File: config.mk
export PLATFORM = sky130hd
export DESIGN_NAME = id3v2_comment_extractor
export DESIGN_NICKNAME = d
export VERILOG_FILES = /design/src/sv/id3_pkg.sv /design/src/sv/id3_parser.sv /design/src/sv/id3v2_comment_extractor.sv
export SDC_FILE = /design/constraint.sdc
export NUM_CORES = 1
export LEC_CHECK = 0
export ABC_AREA = 1
export BUFFER_PORTS_ARGS = -buffer_cell sky130_fd_sc_hd__buf_2
export CAP_MARGIN = 20
export CELL_PAD_IN_SITES_DETAIL_PLACEMENT = 0
export CELL_PAD_IN_SITES_GLOBAL_PLACEMENT = 1
export CORE_ASPECT_RATIO = 0.6
export CORE_MARGIN = 5
export CORE_UTILIZATION = 44
export CTS_CLUSTER_SIZE = 20
export DETAILED_ROUTE_END_ITERATION = 12
export PLACE_DENSITY_LB_ADDON = 0.1
export RECOVER_POWER = 25
export SLEW_MARGIN = 10
export SYNTH_ARGS = -nofsm -noshare
export SYNTH_HDL_FRONTEND = slang
export SYNTH_SLANG_ARGS = --single-unit
File: constraint.sdc
create_clock -name aclk -period 13.3 [get_ports aclk]
set_input_delay 1.995 -clock aclk [delete_from_list [all_inputs] [get_ports aclk]]
set_output_delay 1.995 -clock aclk [all_outputs]
set_load 0.02 [all_outputs]
File: src/sv/id3_pkg.sv
// shared types, constants and helpers for the id3v2 comment extractor
// no dependencies; used by id3_parser and id3v2_comment_extractor
`timescale 1ns / 1ps
`default_nettype none

package id3_pkg;

    localparam int POSITION_BITS = 32;
    localparam int CMP_W         = 33;
    localparam int TAG_W         = 28;
    localparam int REM_W         = 32;
    localparam int IDX_W         = 4;
    localparam int LIMIT_W       = 16;

    localparam logic [LIMIT_W-1:0] SCAN_LIMIT_RST = 16'd10000;
    localparam logic [7:0]         EXT_FLAG       = 8'h40;
    localparam logic [IDX_W-1:0]   HDR_LAST_IDX   = 4'd9;
    localparam logic [IDX_W-1:0]   FLAGS_IDX      = 4'd5;
    localparam logic [IDX_W-1:0]   SIZE_IDX       = 4'd6;
    localparam logic [IDX_W-1:0]   MAGIC_LEN      = 4'd3;
    localparam logic [IDX_W-1:0]   WORD_LEN       = 4'd4;
    localparam logic [IDX_W-1:0]   SIZE_END       = 4'd8;
    localparam logic [IDX_W-1:0]   LANG_LAST_IDX  = 4'd2;
    localparam logic [CMP_W-1:0]   HEADER_LEN     = 33'd10;
    localparam logic [REM_W-1:0]   EXT_BASE       = 32'd6;
    localparam logic [31:0]        COMM_ID        = 32'h434F_4D4D;

    localparam logic [1:0] ST_OK      = 2'd0;
    localparam logic [1:0] ST_NO_TAG  = 2'd1;
    localparam logic [1:0] ST_NO_COMM = 2'd2;

    typedef enum logic [3:0] {
        PH_HEADER    = 4'd0,
        PH_EXT       = 4'd1,
        PH_EXT_SKIP  = 4'd2,
        PH_FRAME_HDR = 4'd3,
        PH_SKIP      = 4'd4,
        PH_ENC       = 4'd5,
        PH_LANG      = 4'd6,
        PH_DESC      = 4'd7,
        PH_TEXT      = 4'd8
    } phase_t;

    typedef struct packed {
        logic [7:0] stream_byte;
        logic       start_of_file;
    } id3_in_t;

    typedef struct packed {
        logic [7:0] comment_byte;
        logic       byte_valid;
        logic       last;
        logic [1:0] status;
    } id3_out_t;

    // expected "ID3" letters by header offset
    function automatic logic [7:0] magic_letter(input logic [1:0] idx);
        logic [7:0] letter;
        unique case (idx)
            2'd0:    letter = 8'h49;
            2'd1:    letter = 8'h44;
            2'd2:    letter = 8'h33;
            default: letter = 8'h00;
        endcase
        return letter;
    endfunction

endpackage

`default_nettype wire

File: src/sv/id3_parser.sv
// tag and frame walker: parse state registers plus per-beat next-state logic
// depends on id3_pkg
`timescale 1ns / 1ps
`default_nettype none

module id3_parser (
    input  wire logic                             aclk,
    input  wire logic                             aresetn,
    input  wire logic                             beat_en,
    input  wire id3_pkg::id3_in_t                 beat,
    input  wire logic [id3_pkg::LIMIT_W-1:0]      scan_limit,
    output logic                                  res_valid,
    output id3_pkg::id3_out_t                     res
);

    id3_pkg::phase_t                     phase_reg, phase_next, cur_phase;
    logic [id3_pkg::POSITION_BITS-1:0]   pos_reg, pos_next, cur_pos;
    logic [id3_pkg::IDX_W-1:0]           idx_reg, idx_next, cur_idx;
    logic [id3_pkg::TAG_W-1:0]           tag_len_reg, tag_len_next, cur_tag_len;
    logic                                ext_reg, ext_next, cur_ext;
    logic [31:0]                         ftag_reg, ftag_next, cur_ftag;
    logic [id3_pkg::REM_W-1:0]           rem_reg, rem_next, cur_rem;
    logic                                done_reg, done_next, cur_done;
    logic [id3_pkg::REM_W-1:0]           rem_dec;
    logic [id3_pkg::CMP_W-1:0]           tag_end;
    logic [7:0]                          b;

    // start of file restarts parsing before this beat is processed
    always_comb begin
        if (beat.start_of_file) begin
            cur_phase   = id3_pkg::PH_HEADER;
            cur_pos     = '0;
            cur_idx     = '0;
            cur_tag_len = '0;
            cur_ext     = 1'b0;
            cur_ftag    = '0;
            cur_rem     = '0;
            cur_done    = 1'b0;
        end else begin
            cur_phase   = phase_reg;
            cur_pos     = pos_reg;
            cur_idx     = idx_reg;
            cur_tag_len = tag_len_reg;
            cur_ext     = ext_reg;
            cur_ftag    = ftag_reg;
            cur_rem     = rem_reg;
            cur_done    = done_reg;
        end
    end

    assign b       = beat.stream_byte;
    assign rem_dec = cur_rem - id3_pkg::REM_W'(1);
    assign tag_end = id3_pkg::CMP_W'(cur_tag_len) + id3_pkg::HEADER_LEN;

    always_comb begin
        phase_next   = cur_phase;
        pos_next     = cur_pos;
        idx_next     = cur_idx;
        tag_len_next = cur_tag_len;
        ext_next     = cur_ext;
        ftag_next    = cur_ftag;
        rem_next     = cur_rem;
        done_next    = cur_done;
        res_valid    = 1'b0;
        res          = '0;

        if (!cur_done) begin
            if (cur_pos != '1) begin
                pos_next = cur_pos + id3_pkg::POSITION_BITS'(1);
            end
            unique case (cur_phase)
                id3_pkg::PH_HEADER: begin
                    if (cur_idx < id3_pkg::MAGIC_LEN &&
                        b != id3_pkg::magic_letter(cur_idx[1:0])) begin
                        res_valid  = 1'b1;
                        res.last   = 1'b1;
                        res.status = id3_pkg::ST_NO_TAG;
                    end else begin
                        if (cur_idx == id3_pkg::FLAGS_IDX) begin
                            ext_next = (b & id3_pkg::EXT_FLAG) != '0;
                        end
                        if (cur_idx >= id3_pkg::SIZE_IDX) begin
                            // syncsafe: seven bits per byte
                            tag_len_next = {cur_tag_len[id3_pkg::TAG_W-8:0], b[6:0]};
                        end
                        if (cur_idx >= id3_pkg::HDR_LAST_IDX) begin
                            idx_next = '0;
                            if (cur_ext) begin
                                phase_next = id3_pkg::PH_EXT;
                                rem_next   = '0;
                            end else begin
                                phase_next = id3_pkg::PH_FRAME_HDR;
                            end
                        end else begin
                            idx_next = cur_idx + id3_pkg::IDX_W'(1);
                        end
                    end
                end
                id3_pkg::PH_EXT: begin
                    if (cur_idx < id3_pkg::WORD_LEN) begin
                        rem_next = {cur_rem[id3_pkg::REM_W-9:0], b};
                    end
                    if (cur_idx >= id3_pkg::HDR_LAST_IDX) begin
                        idx_next = '0;
                        if (cur_rem > id3_pkg::EXT_BASE) begin
                            rem_next   = cur_rem - id3_pkg::EXT_BASE;
                            phase_next = id3_pkg::PH_EXT_SKIP;
                        end else begin
                            phase_next = id3_pkg::PH_FRAME_HDR;
                        end
                    end else begin
                        idx_next = cur_idx + id3_pkg::IDX_W'(1);
                    end
                end
                id3_pkg::PH_EXT_SKIP, id3_pkg::PH_SKIP: begin
                    if (cur_rem != '0) begin
                        rem_next = rem_dec;
                    end
                    if (cur_rem <= id3_pkg::REM_W'(1)) begin
                        phase_next = id3_pkg::PH_FRAME_HDR;
                        idx_next   = '0;
                    end
                end
                id3_pkg::PH_FRAME_HDR: begin
                    if (cur_idx == '0 &&
                        (id3_pkg::CMP_W'(cur_pos) >= tag_end ||
                         id3_pkg::CMP_W'(cur_pos) > id3_pkg::CMP_W'(scan_limit))) begin
                        res_valid  = 1'b1;
                        res.last   = 1'b1;
                        res.status = id3_pkg::ST_NO_COMM;
                    end else begin
                        if (cur_idx < id3_pkg::WORD_LEN) begin
                            ftag_next = {cur_ftag[23:0], b};
                        end else if (cur_idx < id3_pkg::SIZE_END) begin
                            rem_next = {cur_rem[id3_pkg::REM_W-9:0], b};
                        end
                        if (cur_idx >= id3_pkg::HDR_LAST_IDX) begin
                            idx_next = '0;
                            // empty frames go straight to the next header
                            if (cur_rem == '0) begin
                                phase_next = id3_pkg::PH_FRAME_HDR;
                            end else if (cur_ftag == id3_pkg::COMM_ID) begin
                                phase_next = id3_pkg::PH_ENC;
                            end else begin
                                phase_next = id3_pkg::PH_SKIP;
                            end
                        end else begin
                            idx_next = cur_idx + id3_pkg::IDX_W'(1);
                        end
                    end
                end
                id3_pkg::PH_ENC: begin
                    rem_next = rem_dec;
                    if (b != 8'd0) begin
                        if (rem_dec == '0) begin
                            phase_next = id3_pkg::PH_FRAME_HDR;
                            idx_next   = '0;
                        end else begin
                            phase_next = id3_pkg::PH_SKIP;
                        end
                    end else if (rem_dec == '0) begin
                        res_valid  = 1'b1;
                        res.last   = 1'b1;
                        res.status = id3_pkg::ST_OK;
                    end else begin
                        phase_next = id3_pkg::PH_LANG;
                        idx_next   = '0;
                    end
                end
                id3_pkg::PH_LANG: begin
                    rem_next = rem_dec;
                    if (rem_dec == '0) begin
                        res_valid  = 1'b1;
                        res.last   = 1'b1;
                        res.status = id3_pkg::ST_OK;
                    end else if (cur_idx >= id3_pkg::LANG_LAST_IDX) begin
                        phase_next = id3_pkg::PH_DESC;
                        idx_next   = '0;
                    end else begin
                        idx_next = cur_idx + id3_pkg::IDX_W'(1);
                    end
                end
                id3_pkg::PH_DESC: begin
                    rem_next = rem_dec;
                    if (rem_dec == '0) begin
                        res_valid  = 1'b1;
                        res.last   = 1'b1;
                        res.status = id3_pkg::ST_OK;
                    end else if (b == 8'd0) begin
                        phase_next = id3_pkg::PH_TEXT;
                    end
                end
                id3_pkg::PH_TEXT: begin
                    rem_next         = rem_dec;
                    res_valid        = 1'b1;
                    res.comment_byte = b;
                    res.byte_valid   = 1'b1;
                    res.last         = (rem_dec == '0);
                    res.status       = id3_pkg::ST_OK;
                end
                default: begin
                    done_next = 1'b1;
                end
            endcase
            if (res_valid && res.last) begin
                done_next = 1'b1;
            end
        end
    end

    always_ff @(posedge aclk) begin
        if (!aresetn) begin
            phase_reg   <= id3_pkg::PH_HEADER;
            pos_reg     <= '0;
            idx_reg     <= '0;
            tag_len_reg <= '0;
            ext_reg     <= 1'b0;
            ftag_reg    <= '0;
            rem_reg     <= '0;
            done_reg    <= 1'b0;
        end else if (beat_en) begin
            phase_reg   <= phase_next;
            pos_reg     <= pos_next;
            idx_reg     <= idx_next;
            tag_len_reg <= tag_len_next;
            ext_reg     <= ext_next;
            ftag_reg    <= ftag_next;
            rem_reg     <= rem_next;
            done_reg    <= done_next;
        end
    end

endmodule

`default_nettype wire

File: src/sv/id3v2_comment_extractor.sv
// a byte is held in the input register, then parsed into the result register
// throughput: one byte per cycle; set by the single parse step between input and
// result registers, which advance together whenever the result register is free
// reset: synchronous active-low aresetn clears both stages and the parse state,
// and loads scan_limit with 10000; the first byte after reset is position 0
`timescale 1ns / 1ps
`default_nettype none

module id3v2_comment_extractor (
    input  wire logic                           aclk,
    input  wire logic                           aresetn,
    input  wire logic                           s_valid,
    output logic                                s_ready,
    input  wire id3_pkg::id3_in_t               s_data,
    output logic                                m_valid,
    input  wire logic                           m_ready,
    output id3_pkg::id3_out_t                   m_data,
    input  wire logic                           cfg_wr_en,
    input  wire logic [id3_pkg::LIMIT_W-1:0]    cfg_wr_data
);

    logic [id3_pkg::LIMIT_W-1:0] scan_limit_reg;
    id3_pkg::id3_in_t            in_data_reg;
    logic                        in_valid_reg, in_valid_next;
    id3_pkg::id3_out_t           out_data_reg;
    logic                        out_valid_reg, out_valid_next;
    logic                        advance;
    logic                        res_valid;
    id3_pkg::id3_out_t           res;

    // a held beat is parsed once the result register can take its outcome
    assign advance = in_valid_reg && (!out_valid_reg || m_ready);
    assign s_ready = !in_valid_reg || advance;
    assign m_valid = out_valid_reg;
    assign m_data  = out_data_reg;

    id3_parser u_parser (
        .aclk       (aclk),
        .aresetn    (aresetn),
        .beat_en    (advance),
        .beat       (in_data_reg),
        .scan_limit (scan_limit_reg),
        .res_valid  (res_valid),
        .res        (res)
    );

    always_comb begin
        in_valid_next = in_valid_reg;
        if (s_valid && s_ready) begin
            in_valid_next = 1'b1;
        end else if (advance) begin
            in_valid_next = 1'b0;
        end
        out_valid_next = out_valid_reg;
        if (advance) begin
            out_valid_next = res_valid;
        end else if (m_ready) begin
            out_valid_next = 1'b0;
        end
    end

    always_ff @(posedge aclk) begin
        if (!aresetn) begin
            scan_limit_reg <= id3_pkg::SCAN_LIMIT_RST;
            in_valid_reg   <= 1'b0;
            out_valid_reg  <= 1'b0;
        end else begin
            if (cfg_wr_en) begin
                scan_limit_reg <= cfg_wr_data;
            end
            in_valid_reg  <= in_valid_next;
            out_valid_reg <= out_valid_next;
        end
    end

    always_ff @(posedge aclk) begin
        if (s_valid && s_ready) begin
            in_data_reg <= s_data;
        end
        if (advance && res_valid) begin
            out_data_reg <= res;
        end
    end

`ifndef SYNTHESIS
    a_reset_empty: assert property (@(posedge aclk)
        !aresetn |=> !m_valid && s_ready)
        else $error("stages not empty after reset");

    a_stall_only_when_full: assert property (@(posedge aclk) disable iff (!aresetn)
        !s_ready |-> in_valid_reg && out_valid_reg && !m_ready)
        else $error("input stalled without a full pipeline");

    a_no_data_is_last: assert property (@(posedge aclk) disable iff (!aresetn)
        m_valid && !m_data.byte_valid |-> m_data.last && m_data.comment_byte == 8'd0)
        else $error("status beat not marked last");

    a_error_status_no_data: assert property (@(posedge aclk) disable iff (!aresetn)
        m_valid && m_data.status != id3_pkg::ST_OK |-> !m_data.byte_valid)
        else $error("comment byte carries error status");
`endif

endmodule

`default_nettype wire
# Word-level counts from Yosys, hierarchy flattened
# Index checks and enable logic that the tools add are counted.
word_totals:
  reg_bits: 173
  in_bits: 30
classes:
  n_addsub: 5
  magnitude_cmp: 10
  eq_ne: 14
  mux: 88
  bitwise: 1
  n_reduce_logical: 26
ops:
  columns: ["cell", "count"]
  rows:
  - ["32-bit two-way mux", 20]
  - ["32-bit case mux with 5 select lines", 1]
  - ["28-bit two-way mux", 5]
  - ["4-bit two-way mux", 26]
  - ["32-bit logical NOT", 2]
  - ["32-bit by 33-bit >= comparator with 1-bit output", 1]
  - ["32-bit by 1-bit adder with 32-bit output (second input constant)", 1]
  - ["32-bit by 31-bit == test with 1-bit output (second input constant)", 1]
  - ["32-bit by 16-bit > comparator with 1-bit output", 1]
  - ["32-bit by 3-bit > comparator with 1-bit output (second input constant)", 1]
  - ["32-bit by 1-bit <= comparator with 1-bit output (second input constant)", 1]
  - ["32-bit != test (second input constant)", 1]
  - ["32-bit nonzero test", 1]
  - ["32-bit by 1-bit subtractor with 32-bit output (second input constant)", 1]
  - ["32-bit by 3-bit subtractor with 32-bit output (second input constant)", 1]
  - ["28-bit by 4-bit adder with 29-bit output (second input constant)", 1]
  - ["4-bit case mux with 7 select lines", 1]
  - ["4-bit case mux with 6 select lines", 1]
  - ["1-bit two-way mux", 22]
  - ["7-bit case mux with 3 select lines", 1]
  - ["4-bit by 3-bit == test with 1-bit output (second input constant)", 5]
  - ["3-bit two-way mux", 6]
  - ["8-bit two-way mux", 2]
  - ["3-bit case mux with 5 select lines", 1]
  - ["other kinds (27)", 40]

# Longest topological paths before layout
logic_depth:
  word_depth: 13
  depth_mapped: 38
  ltp_nobuf: 34

# By module
# A second synthesis with hierarchy kept.
hier_totals:
  cells_unflattened: 2363
  area_unflattened_um2: 14523.9
by_module_without_submodules:
  columns: ["mod", "n_inst", "cells_each", "area_per_inst_um2", "seq_area_each_um2"]
  rows:
  - ["id3_parser", 1, 2257, 13240.2, 2682.6]
  - ["id3v2_comment_extractor", 1, 106, 1283.7, 991.0]

# Worst setup path before layout
# No wires, ideal clock.
synth_path:
  path_type: "flip-flop to flip-flop"
  from: "reg in_data_reg[0] (netlist name)"
  to: "reg out_data_reg (netlist bit m_data[0]), enable pin"
  setup_time_ps: 344
  t_arrival_ps: 4856
  slack_ps: 8100
  path_stages_with_launch: 36
  n_path_buf: 6
  path_cell_list: "edfxtp_1 > buf_6 > buf_6 > buf_4 > clkbuf_1 > clkbuf_1 > clkbuf_1 > nor2_1 > ha_1 > inv_1 > a21oi_2 > nand2_2 > nor3_2 > nand2_1 > nor3_2 > nand3_2 > nor4_4 > nand2_2 > nor2_2 > nand4_1 > xnor2_1 > ha_1 > nand2_1 > nor2_1 > nand2_1 > nor2_1 > nand4_1 > nand3_1 > nor2_1 > nand3_1 > nand3_1 > nand3_1 > inv_2 > nand3_1 > nand2_1 > inv_1"
synth_via:
  elab_chain_len: 12
  word_cells_on_any_way: 38
synth_lines:
  columns: ["element", "line_no", "rtl"]
  rows:
  - ["start: declaration", "id3v2_comment_extractor.sv:23", "id3_pkg::id3_in_t in_data_reg;"]
  - ["start signal: assignment", "id3v2_comment_extractor.sv:78", "in_data_reg <= s_data;"]
  - ["parallel branches: the longest is 10 deep, another holds 32-bit by 33-bit >= comparator with 1-bit output", null, null]
  - ["1-bit two-way mux *", "id3_parser.sv:67", "if (!cur_done) begin"]
  - ["1-bit logical AND *", "id3v2_comment_extractor.sv:80", "if (advance && res_valid) begin"]
  - ["end signal: assignment", "id3v2_comment_extractor.sv:81", "out_data_reg <= res;"]
  - ["end: declaration", "id3v2_comment_extractor.sv:25", "id3_pkg::id3_out_t out_data_reg;"]
# Every way passes the cells marked *. The select of a mux whose other input is x is not followed.
# A chain may end at the register's enable or synchronous reset.

# Worst setup path in the final report
layout_path:
  from: "reg in_data_reg[0] (netlist name)"
  to: "reg u_parser.ftag_reg[2]"
layout_via:
  elab_chain_len: 8
  word_cells_on_any_way: 18
layout_lines:
  columns: ["element", "line_no", "rtl"]
  rows:
  - ["28-bit two-way mux", "id3_parser.sv:30", "if (beat.start_of_file) begin"]
  - ["28-bit by 4-bit adder with 29-bit output", "id3_parser.sv:53", "assign tag_end = id3_pkg::CMP_W'(cur_tag_len) + id3_pkg::HEADER_LEN;"]
  - ["32-bit by 33-bit >= comparator with 1-bit output", "id3_parser.sv:126", "(id3_pkg::CMP_W'(cur_pos) >= tag_end ||"]
  - ["1-bit logical OR", "id3_parser.sv:126", null]
  - ["1-bit logical AND", "id3_parser.sv:125", "if (cur_idx == '0 &&"]
  - ["32-bit two-way mux", "id3_parser.sv:125", null]
  - ["32-bit two-way mux", "id3_parser.sv:71", "unique case (cur_phase)"]
  - ["32-bit two-way mux *", "id3_parser.sv:67", null]
  - ["end signal: assignment", "id3_parser.sv:227", "ftag_reg <= ftag_next;"]
  - ["end: declaration", "id3_parser.sv:21", "logic [31:0] ftag_reg, ftag_next, cur_ftag;"]
# Mark *: on every way between the ends. The rest lies on a longest branch, timed or not.

==> metrics.cfg <==
[logic_synthesis]
yosysUniqueCellTypes = 53
yosys.area.top_type = dfxtp_1
yosysTopAreaCellShare_pct = 20.7
synthFlopType = dfxtp_1
yosysSeqAreaShare_pct = 24.9
yosys-top-cells-count = nand2_1 (588), inv_1 (269), a21oi_1 (263), nor2_1 (250), o21ai_0 (228)
synth_nets = 2505
synth_area_leaders = dfxtp_1 (21%), nand2_1 (15%), a21oi_1 (8.9%)
synth-seq-cells = 173
syn_area_sq_um = 14700
avgSynthCellArea_sq_um = 6.09
synth_most_common_cell = nand2_1
synthCells = 2416
synth_edf_count = 21
synth-async-reset-ratio_pct = 0
ys_warn_count = 0

[floorplan]
rows = 51
initial_core_util_pct = 45.0
die_x_microns = 246
die_area_sq_um = 37300
die_h_microns = 152
core_sq_um = 32700
io_pins = 44

[status]
status = finished with violations
violations = capacitance limit, slew limit

[setup_path]
crit_path_max_fanout = 109
r2r-start = in_data_reg[0]$_DFFE_PP_
rrSetupSlack_ns = 6.22
startpoint = in_data_reg[0]$_DFFE_PP_
critPathCaptureType = register
path_class = reg -> reg
crit_path_top_delay_cell = inv_8
crit_path_frequent_cell = nand2_1
critPathArrivalTime_ns = 7.23
critical_path_required_ns = 13.45
slowest_delay_ns = 0.88
cp-start-kind = register

[sta]
finalHoldViolations = 0
setup_slack_ns = 6.22
fin_crit_sh_pct = 53.2
timing.fmax_ghz = 0.141
tns_ns = 0
fin_crit_ns = 7.08
slew_viol_final = 157
fin_worst_skew_ns = 0.0167
setup-violations-final = 0
slew_headroom_pct = -160
rsz0062_at_grt = false
worst_pin_slew_ns = 3.90

[grt]
grt_pass1_vias = 15000
track_usage_pct = 32.4
antenna_found_initial = 1
overflow = 0
grt_max_degree = 110
grt_pass1_wl_mm = 91.9

[finish]
area_growth_pct = 7.29
drive_above_1_share_pct = 7.38
seq_area_sq_um = 3670
nets = 2488
diodes = 0
fillers = 3526
multi_input_area_sq_um = 9520

[pwr]
power_leakage_nw = 6.85
worst_ir_drop_vdd_v = 0.0000970
cellPowerDensity_nw_per_um2 = 94.2
switching_power_w = 0.000566
swShare_pct = 38.0
seq_power_share_pct = 38.3
internal_power_w = 0.000922
clockPowerShare_pct = 35.8
power_frac_comb_pct = 25.8

[route]
wl_mm = 61.1
route.detailed.drc = 0
route.detailed.wl_per_inst_microns = 21.4
dr.pass1.iters = 6
via_per_inst = 5.92
first_iter_violations = 2455
vias = 16900
postRouteAntennaNets = 0

[placed_design]
portBuffers = 43
finalWeightedCongestion = 1.05
pre_cts_slack_ns = 7.14
hpwl_mm = 44.9

[clocking]
cts_buffers = 17
clk_pin_slew_worst_paths_ns = 0.08
cts_num_sinks = 173
clock_latency_ns = 0.46
cts_tree = built
cts-root-buf = clkbuf_16
cts_resized = 0
clockBufferDepth = 2
post-cts-setup-buffers = 0
hold_buffers = 0
htreeDepth = 4

[hold_path]
hp-start = u_parser.tag_len_reg[24]$_SDFFE_PN0P_
hold_path.class = reg -> reg

[run]
max_cap_violations = 3

## metal layers
layer,track usage [%],vias up,part of all wire [%]
met4,5.49,4,1.0
met2,39.9,982,35
met1,49.0,7842,47
li1,-,8051,-
met5,0,-,0.047
met3,16.9,55,17
## layout by cell type (no fill, tap or decap), types with 22 or more instances in the layout
cell | Yosys | final
ha_1 | 59 | 59
a21oi_1 | 263 | 263
nand2_1 | 588 | 587
o211ai_1 | 50 | 50
xor2_1 | 42 | 42
inv_1 | 269 | 269
dfxtp_1 | 152 | 152
nor2_2 | 21 | 22
nand3_1 | 105 | 105
nor2_1 | 250 | 248
buf_2 | 14 | 28
nor3_1 | 41 | 40
nand4_1 | 37 | 37
o21ai_0 | 228 | 228
## worst paths after layout
check                                           to  depth (start not counted)
max              u_parser.ftag_reg[2]$_SDFFE_PN0P_                         30
min          u_parser.tag_len_reg[24]$_SDFFE_PN0P_                          2
max reg2reg      u_parser.ftag_reg[2]$_SDFFE_PN0P_                         30
min reg2reg  u_parser.tag_len_reg[24]$_SDFFE_PN0P_                          2
## kinds of logic after synthesis
logic type / synth area share (%)
adder cells (fa/ha/maj): 5.01
flip-flops: 24.9
AND/OR/NAND/NOR: 32.5
AO/OA/AOI/OAI: 24.0
XOR/XNOR: 2.91
buffers and inverters: 10.7
## critical path, delay by kind of cell, from the launching register on
kind	cells	cell delay [ns]
DFF	1	0.39
buffers and inverters	2	1.58
and+or+nand+nor	24	3.99
adders and majority gates	1	0.30
AOI/OAI and AO/OA	3	0.47
## power by group through the flow
stage | registers [W] | logic, W | clock network [W]
final | 0.000570 | 0.000384 | 0.000533
after global routing | 0.000572 | 0.000412 | 0.000564
after detailed placement | 0.000581 | 0.000361 | 0
after global placement | 0.000580 | 0.000361 | 0
after CTS | 0.000569 | 0.000363 | 0.000542
after floorplan | 0.000573 | 0.000241 | 0
## final cells by class
type                    count  share of cell area (%)
clock inverters            11                   0.752
inverters                 294                    7.04
clock buffers              21                    2.98
multi-input cells        1849                    60.2
repair buffers             64                    2.17
flip-flops and latches    173                    23.3
well taps                 450                    3.56
## metrics by stage
stage          util, %  hold WS [ns]  instances  instance area [sq um]  power (W)
4_1_cts           48.4         0.468       2862                  15800    0.00147
5_1_grt           48.3         0.476       2862                  15800    0.00155
3_5_place_dp      46.6         0.457       2830                  15200   0.000942
3_3_place_gp      46.6         0.452       2830                  15200   0.000942
2_1_floorplan        -         0.440       2416                  14700   0.000815
6_report          48.3         0.466       2862                  15800    0.00149
No activity file was read; power rests on OpenSTA's default activity.
